`src/design/lu_pkg.sv`:
```
// shared types and constants of the linear upsampler
package lu_pkg;

    localparam int LU_SLOTS    = 8;   // longest run that one source sample can cause
    localparam int LU_CNT_W    = 4;   // holds 0 .. LU_SLOTS
    localparam int LU_SMP_W    = 16;  // sample bit pattern width
    localparam int LU_CFG_IDX_W = 2;
    localparam int LU_CFG_DAT_W = 2;

    // configuration register indexes
    localparam logic [LU_CFG_IDX_W-1:0] CFG_RATE_SHIFT  = 2'd0;
    localparam logic [LU_CFG_IDX_W-1:0] CFG_SOURCE_WIDE = 2'd1;
    localparam logic [LU_CFG_IDX_W-1:0] CFG_DEST_WIDE   = 2'd2;

    // rate codes
    localparam logic [1:0] RATE_1X = 2'd0;

    typedef struct packed {
        logic [1:0] rate_shift;
        logic       source_wide;
        logic       dest_wide;
    } t_cfg;

    typedef struct packed {
        logic [LU_SLOTS-1:0][LU_SMP_W-1:0] vals;  // slot 0 goes out first
        logic [LU_CNT_W-1:0]               n;
        logic                              fin;
    } t_run;

endpackage

```
`src/design/lu_interp.sv`:
```
// combinational interpolation of one source sample into a run of output samples
module lu_interp import lu_pkg::*; (
    input  t_cfg                i_cfg,
    input  logic [LU_SMP_W-1:0] i_sample,
    input  logic                i_fin,
    input  logic [LU_SMP_W-1:0] i_held_sample,
    input  logic                i_held_valid,
    output t_run                o_run,
    output logic [LU_SMP_W-1:0] o_n_held_sample,
    output logic                o_n_held_valid
);

    // floor((a+b)/2) in 17-bit signed domain
    function automatic logic signed [16:0] half_sum(logic signed [16:0] a,
                                                    logic signed [16:0] b);
        logic signed [17:0] s;
        s = {a[16], a} + {b[16], b};
        return s[17:1];
    endfunction

    function automatic logic [LU_SMP_W-1:0] to_pat(logic signed [16:0] v, logic wide);
        return wide ? v[15:0] : {8'h00, v[7:0]};
    endfunction

    logic                wide;
    logic [7:0]          byte_in;
    logic signed [16:0]  cur;
    logic signed [16:0]  prev;
    logic signed [16:0]  mid;
    logic signed [16:0]  q1;
    logic signed [16:0]  q3;
    logic                is4;
    logic [LU_CNT_W-1:0] fac;
    logic [LU_SMP_W-1:0] cur_pat;

    assign wide    = i_cfg.source_wide | i_cfg.dest_wide;
    assign byte_in = i_sample[7:0];

    always_comb begin
        if (i_cfg.source_wide) begin
            cur = {i_sample[15], i_sample};
        end else if (wide) begin
            // (b - 0x80) << 8
            cur = {~byte_in[7], ~byte_in[7], byte_in[6:0], 8'h00};
        end else begin
            cur = {9'b0, byte_in};
        end
    end

    // held pattern read in the format that is current now
    assign prev = wide ? {i_held_sample[15], i_held_sample} : {9'b0, i_held_sample[7:0]};
    assign mid  = half_sum(prev, cur);
    assign q1   = half_sum(prev, mid);
    assign q3   = half_sum(mid, cur);

    assign is4     = i_cfg.rate_shift[1];  // undefined code 3 saturates to 4x
    assign fac     = is4 ? LU_CNT_W'(4) : LU_CNT_W'(2);
    assign cur_pat = to_pat(cur, wide);

    always_comb begin
        o_run.fin = i_fin;
        for (int k = 0; k < LU_SLOTS; k++) begin
            o_run.vals[k] = cur_pat;
        end
        o_n_held_sample = i_held_sample;
        o_n_held_valid  = 1'b0;
        if (i_cfg.rate_shift == RATE_1X) begin
            o_run.n = LU_CNT_W'(1);
        end else begin
            o_run.n = (i_held_valid ? fac : '0) + (i_fin ? fac : '0);
            if (i_held_valid) begin
                o_run.vals[0] = to_pat(prev, wide);
                o_run.vals[1] = is4 ? to_pat(q1, wide) : to_pat(mid, wide);
                if (is4) begin
                    o_run.vals[2] = to_pat(mid, wide);
                    o_run.vals[3] = to_pat(q3, wide);
                end
            end
            if (i_fin) begin
                o_n_held_sample = '0;
            end else begin
                o_n_held_sample = cur_pat;
                o_n_held_valid  = 1'b1;
            end
        end
    end

endmodule

```
`src/design/lu_run_buf.sv`:
```
// result shift line for one run of output samples, one beat per ready cycle
module lu_run_buf import lu_pkg::*; (
    input  logic                i_clk,
    input  logic                i_rst_n,
    input  logic                i_load,
    input  t_run                i_run,
    output logic                o_free,
    output logic                m_axis_tvalid,
    input  logic                m_axis_tready,
    output logic [LU_SMP_W-1:0] m_axis_tdata,   // [15:0] out_sample
    output logic                m_axis_tlast,   // run_end
    output logic                m_axis_tuser    // [0] stream_end
);

    logic [LU_SLOTS-1:0][LU_SMP_W-1:0] r_vals;
    logic [LU_CNT_W-1:0]               r_cnt;
    logic                              r_fin;
    logic                              beat;

    assign beat   = m_axis_tvalid & m_axis_tready;
    assign o_free = (r_cnt == '0) || ((r_cnt == LU_CNT_W'(1)) && m_axis_tready);

    always_ff @(posedge i_clk) begin
        if (!i_rst_n) begin
            r_cnt <= '0;
        end else if (i_load) begin
            r_cnt <= i_run.n;
        end else if (beat) begin
            r_cnt <= r_cnt - LU_CNT_W'(1);
        end
    end

    always_ff @(posedge i_clk) begin
        if (i_load) begin
            r_vals <= i_run.vals;
            r_fin  <= i_run.fin;
        end else if (beat) begin
            for (int i = 0; i < LU_SLOTS - 1; i++) begin
                r_vals[i] <= r_vals[i+1];
            end
        end
    end

    assign m_axis_tvalid = (r_cnt != '0);
    assign m_axis_tdata  = r_vals[0];
    assign m_axis_tlast  = (r_cnt == LU_CNT_W'(1));
    assign m_axis_tuser  = r_fin & (r_cnt == LU_CNT_W'(1));

    a_cnt_range: assert property (@(posedge i_clk) disable iff (!i_rst_n)
        r_cnt <= LU_CNT_W'(LU_SLOTS))
        else $error("run count beyond slot count");

    a_load_free: assert property (@(posedge i_clk) disable iff (!i_rst_n)
        i_load |-> (o_free && i_run.n != '0))
        else $error("run loaded while busy or empty");

    a_load_cnt: assert property (@(posedge i_clk) disable iff (!i_rst_n)
        i_load |=> (r_cnt == $past(i_run.n)))
        else $error("run count not taken from load");

    a_drain: assert property (@(posedge i_clk) disable iff (!i_rst_n)
        (beat && !i_load) |=> (r_cnt == $past(r_cnt) - LU_CNT_W'(1)))
        else $error("count did not drop on beat");

endmodule

```
`src/design/linear_upsampler_unit.sv`:
```
// top level of the linear interpolation audio upsampler (1x, 2x, 4x)
//
//  channel  | direction | handshake                   | payload
//  ---------+-----------+-----------------------------+--------------------------------
//  cfg      | in        | i_cfg_valid / o_cfg_ready   | i_cfg_addr register, i_cfg_data
//  s_axis   | in        | s_axis_tvalid/s_axis_tready | tdata sample_value, tlast final
//  m_axis   | out       | m_axis_tvalid/m_axis_tready | tdata out_sample, tlast run_end,
//           |           |                             | tuser stream_end
//
// a source sample gives 0 to 8 output beats from the result shift line, one per cycle
// while m_axis_tready is high; a steady run holds 1 beat at 1x, 2 at 2x, 4 at 4x
// the input register takes the next sample while the current run is still draining
// reset (synchronous, active low) empties both stages and clears the held sample
// stalls on m_axis hold the run in place and back up into s_axis after one sample

module linear_upsampler_unit import lu_pkg::*; (
    input  logic                    i_clk,
    input  logic                    i_rst_n,
    // configuration write channel
    input  logic                    i_cfg_valid,
    output logic                    o_cfg_ready,
    input  logic [LU_CFG_IDX_W-1:0] i_cfg_addr,
    input  logic [LU_CFG_DAT_W-1:0] i_cfg_data,
    // source samples
    input  logic                    s_axis_tvalid,
    output logic                    s_axis_tready,
    input  logic [LU_SMP_W-1:0]     s_axis_tdata,   // [15:0] sample_value
    input  logic                    s_axis_tlast,   // final_sample
    // output samples
    output logic                    m_axis_tvalid,
    input  logic                    m_axis_tready,
    output logic [LU_SMP_W-1:0]     m_axis_tdata,   // [15:0] out_sample
    output logic                    m_axis_tlast,   // run_end
    output logic                    m_axis_tuser    // [0] stream_end
);

    // configuration registers
    t_cfg r_cfg;

    // input register
    logic                r_in_valid;
    logic [LU_SMP_W-1:0] r_in_sample;
    logic                r_in_fin;

    // previous sample, kept in output format
    logic [LU_SMP_W-1:0] r_held_sample;
    logic                r_held_valid;

    t_run                run;
    logic [LU_SMP_W-1:0] n_held_sample;
    logic                n_held_valid;
    logic                run_free;
    logic                consume;
    logic                load;

    assign o_cfg_ready = 1'b1;

    always_ff @(posedge i_clk) begin
        if (!i_rst_n) begin
            r_cfg <= '0;
        end else if (i_cfg_valid) begin
            case (i_cfg_addr)
                CFG_RATE_SHIFT:  r_cfg.rate_shift  <= i_cfg_data[1:0];
                CFG_SOURCE_WIDE: r_cfg.source_wide <= i_cfg_data[0];
                CFG_DEST_WIDE:   r_cfg.dest_wide   <= i_cfg_data[0];
                default: ;  // writes past the register list are dropped
            endcase
        end
    end

    lu_interp u_interp (
        .i_cfg           (r_cfg),
        .i_sample        (r_in_sample),
        .i_fin           (r_in_fin),
        .i_held_sample   (r_held_sample),
        .i_held_valid    (r_held_valid),
        .o_run           (run),
        .o_n_held_sample (n_held_sample),
        .o_n_held_valid  (n_held_valid)
    );

    // a sample that yields no beats retires at once; others wait for a free shift line
    assign consume       = r_in_valid && ((run.n == '0) || run_free);
    assign load          = consume && (run.n != '0);
    assign s_axis_tready = !r_in_valid || consume;

    always_ff @(posedge i_clk) begin
        if (!i_rst_n) begin
            r_in_valid <= 1'b0;
        end else if (s_axis_tready) begin
            r_in_valid <= s_axis_tvalid;
        end
    end

    always_ff @(posedge i_clk) begin
        if (s_axis_tvalid && s_axis_tready) begin
            r_in_sample <= s_axis_tdata;
            r_in_fin    <= s_axis_tlast;
        end
    end

    // held state moves on when the sample in the input register retires
    always_ff @(posedge i_clk) begin
        if (!i_rst_n) begin
            r_held_sample <= '0;
            r_held_valid  <= 1'b0;
        end else if (consume) begin
            r_held_sample <= n_held_sample;
            r_held_valid  <= n_held_valid;
        end
    end

    lu_run_buf u_run_buf (
        .i_clk         (i_clk),
        .i_rst_n       (i_rst_n),
        .i_load        (load),
        .i_run         (run),
        .o_free        (run_free),
        .m_axis_tvalid (m_axis_tvalid),
        .m_axis_tready (m_axis_tready),
        .m_axis_tdata  (m_axis_tdata),
        .m_axis_tlast  (m_axis_tlast),
        .m_axis_tuser  (m_axis_tuser)
    );

    a_hold_clear: assert property (@(posedge i_clk) disable iff (!i_rst_n)
        (consume && r_in_fin) |=> !r_held_valid)
        else $error("held sample still valid after final sample");

    a_1x_single: assert property (@(posedge i_clk) disable iff (!i_rst_n)
        (consume && r_cfg.rate_shift == RATE_1X) |-> (run.n == LU_CNT_W'(1)))
        else $error("1x run is not a single beat");

    a_in_hold: assert property (@(posedge i_clk) disable iff (!i_rst_n)
        (r_in_valid && !consume) |=> (r_in_valid && $stable(r_in_sample)))
        else $error("input register lost a waiting sample");

endmodule
```
`config.mk`:
```
export PLATFORM = sky130hd
export DESIGN_NAME = linear_upsampler_unit
export DESIGN_NICKNAME = d
export VERILOG_FILES = /design/src/design/lu_pkg.sv /design/src/design/lu_interp.sv /design/src/design/lu_run_buf.sv /design/src/design/linear_upsampler_unit.sv
export SDC_FILE = /design/constraint.sdc
export NUM_CORES = 1
export LEC_CHECK = 0
export BUFFER_PORTS_ARGS = -buffer_cell sky130_fd_sc_hd__buf_2
export CELL_PAD_IN_SITES_DETAIL_PLACEMENT = 1
export CELL_PAD_IN_SITES_GLOBAL_PLACEMENT = 2
export CORE_UTILIZATION = 42
export CTS_BUF_LIST = sky130_fd_sc_hd__clkbuf_2 sky130_fd_sc_hd__clkbuf_4 sky130_fd_sc_hd__clkbuf_8
export CTS_CLUSTER_DIAMETER = 150
export DETAILED_ROUTE_END_ITERATION = 8
export MAX_ROUTING_LAYER = met4
export PLACE_DENSITY = 0.95
export SYNTH_ARGS = -nofsm -noshare
export SYNTH_HDL_FRONTEND = slang
export SYNTH_SLANG_ARGS = --single-unit
```
`constraint.sdc`:
```
create_clock -name i_clk -period 8.2 [get_ports i_clk]
set_clock_uncertainty 0.05 [all_clocks]
set_input_delay 0.41 -clock i_clk [delete_from_list [all_inputs] [get_ports i_clk]]
set_output_delay 0.41 -clock i_clk [all_outputs]
set_load 0.01 [all_outputs]
```
==> results.json <==
{
  "status": "completed",
  "wl_um": 26300,
  "slew_headroom_pct": 22.5,
  "wl_per_cell_um": 19.6,
  "initial_core_util_pct": 43.4,
  "holdBufCountCts": 0,
  "synth-main-ff-cell": "edfxtp_1",
  "cp_data_required_time_ns": 8.38,
  "period_needed_ns": 5.63,
  "synthTopCellsByCount": "146 x edfxtp_1, 114 x nand2_1, 94 x a21oi_1, 90 x o21ai_0, 69 x nor2_1",
  "hold_viol": 0,
  "grt_max_degree": 89,
  "start_kind": "flip-flop",
  "fin_crit_sh_pct": 68.7,
  "ir_drop_v": 0.000220,
  "drt_pass1_iterations": 8,
  "syn-cell-area_mm2": 0.00995,
  "fmax_ghz": 0.177,
  "yosysSeqAreaShare_pct": 49.3,
  "die_y_um": 156,
  "fin_hold_ws_ns": 0.0314,
  "synth_top_area_share_pct": 44.1,
  "portBuffers": 45,
  "clk_latency_ns": 0.49,
  "clock_path_buffers": 2,
  "grt_pass1_wl_um": 42100,
  "power-per-cell-area_mw_per_mm2": 295,
  "yosysWarningCount": 0,
  "num_rows": 55,
  "setup-tns-final_ns": 0,
  "finalNetCount": 1094,
  "clk_root_buffer_cell": "clkbuf_8",
  "gp_congestion": 0.906,
  "p_clk_share_pct": 19.9,
  "criticalPathCategory": "reg -> reg",
  "drive_above_1_share_pct": 10.8,
  "rsz0062_at_grt": "no",
  "synth_cells": 998,
  "overflow": 0,
  "syn_area_per_cell_um2": 9.97,
  "grt_antenna_before_repair": 1,
  "crit_fanout": 88,
  "synth_edf_count": 146,
  "pwr-share-seq_pct": 50.0,
  "power_leakage_uw": 0.00436,
  "htreeDepth": 4,
  "report.final.slew_viol_count": 0,
  "insertedDiodeCount": 0,
  "grt_pass1_vias": 7659,
  "tightestPinTransition_ns": 1.16,
  "n_fill_cell": 2579,
  "cts_buffers": 17,
  "async_flop_share_pct": 0,
  "die_w_um": 156,
  "synth_area_leader_cell": "edfxtp_1",
  "drt_iter0_drc": 398,
  "switching_share_pct": 35.6,
  "viasPerCell": 5.62,
  "finalSetupViolCount": 0,
  "cp-end-kind": "flip-flop",
  "p_total_uw": 3180,
  "die_area_mm2": 0.0243,
  "ys_ff_latch": 172,
  "drv_cap": 0,
  "switching_power_uw": 1130,
  "crit_arrival_ns": 5.81,
  "io_pins": 47,
  "post_cts_buffers": 0,
  "area_growth_pct": 8.33,
  "intPower_uw": 2050,
  "hp-class": "in -> reg",
  "antenna_left": 0,
  "multi_input_area_mm2": 0.00457,
  "yosysMostFrequentCell": "edfxtp_1",
  "cts_tree": "done",
  "yosys.cell_types.count": 73,
  "clkSinkCount": 172,
  "cts_resized": 0,
  "vias": 7525,
  "dp_hpwl_um": 18600,
  "synth_area_leaders": "edfxtp_1 44%, ha_1 6.3%, dfxtp_1 5.2%",
  "syn_nets": 1078,
  "seqCellArea_mm2": 0.00490,
  "track_usage_pct": 23.6,
  "core_area_mm2": 0.0229,
  "final_core_util_pct": 47.0,
  "power.share.combinational_pct": 30.2,
  "drc_errors": 0,
  "clk_pin_slew_ns": 0.11
}
-- through the flow --
stage          cells  area, um2  setup WS (ns)
2_1_floorplan    998       9950           2.36
3_3_place_gp    1308      10400           2.71
3_5_place_dp    1308      10400           2.59
4_1_cts         1340      10800           2.53
5_1_grt         1340      10800           2.06
6_report        1340      10800           2.57
-- worst max-delay path, stage by stage, from the launching register on --
cell	delay [ns]
dfxtp_1	0.70
nand2_1	0.31
inv_1	0.91
fa_1	0.63
nor4_2	0.39
o21ai_1	0.20
or2_4	0.52
inv_2	0.78
buf_4	0.44
o21ai_0	0.17
o21ai_0	0.13
o21ai_1	0.10
-- final timing paths --
path | startpoint | depth (start not counted) | to | slack, ns
worst max-delay path | r_cfg[3] | 11 | u_run_buf.r_vals[63] | 2.57
worst min-delay path | s_axis_tdata[4] | 1 | r_in_sample[4] | 0.03
worst max register to register | r_cfg[3] | 11 | u_run_buf.r_vals[63] | 2.57
worst min register to register | u_run_buf.r_vals[54] | 2 | u_run_buf.r_vals[38] | 0.47
-- cells by family (layout without fill, tap and decap cells) --
group	count (synthesis)	after routing	share of synthesized area, %
AND/OR/NAND/NOR	295	295	13.8
buffers and inverters	105	134	4.84
AO/OA/AOI/OAI	326	326	20.7
multiplexers	8	8	0.805
other	1	1	0.0377
flip-flops	172	172	49.3
adder cells (fa/ha/maj)	54	54	7.09
XOR/XNOR	37	37	3.41
-- area by class of cell --
class / count / share of cell area [%]
inverter: 43 / 1.50
clock inverter: 15 / 1.67
clock buffer: 17 / 2.17
multi-input combinational: 721 / 42.4
tap: 313 / 3.63
sequential: 172 / 45.5
timing repair buffer: 59 / 3.07
-- placed cells by master, fill, tap and decap left out, types with 6 or more instances in the layout --
| cell type | instances |
|---|---|
| nor3b_1 | 6 |
| o21ai_1 | 13 |
| a31oi_1 | 8 |
| nand2_1 | 114 |
| dfxtp_1 | 26 |
| o21bai_1 | 6 |
| o21a_1 | 35 |
| xnor2_1 | 24 |
| a21o_1 | 16 |
| ha_1 | 50 |
| buf_2 | 45 |
| nand2b_1 | 10 |
| xor2_1 | 11 |
| nor3_1 | 28 |
| a22oi_1 | 8 |
| a21oi_1 | 94 |
| nor2_1 | 69 |
| clkbuf_8 | 17 |
| inv_1 | 42 |
| edfxtp_1 | 146 |
| o21ai_0 | 90 |
| a221oi_1 | 11 |
| mux2i_1 | 8 |
| nor2b_1 | 37 |
| buf_4 | 14 |
-- registers in the layout, summed over array words and instances (netlist names) --
| signal | count |
|---|---|
| r_cfg | 4 |
| r_held_sample | 16 |
| r_held_valid | 1 |
| r_in_fin | 1 |
| r_in_sample | 16 |
| r_in_valid | 1 |
| u_run_buf.m_axis_tdata | 16 |
| u_run_buf.r_cnt | 4 |
| u_run_buf.r_fin | 1 |
| u_run_buf.r_vals | 112 |
-- power by group through the flow --
stage	Combinational [uW]	Clock (uW)	Sequential, uW
after CTS	968	638	1590
after global routing	1070	672	1620
final	958	631	1590
after floorplan	735	0	1590
after global placement	924	0	1590
after detailed placement	963	0	1610
-- routing by layer --
layer	share of wire, %	up-vias	wire length (um)	GRT usage (%)
met5	0	-	0	-
met4	1.2	0	324	5.98
met3	4.0	25	1060	3.53
met2	47	163	12300	36.7
met1	48	3689	12600	32.2
li1	-	3648	-	-
No activity file was read; power rests on OpenSTA's default activity.
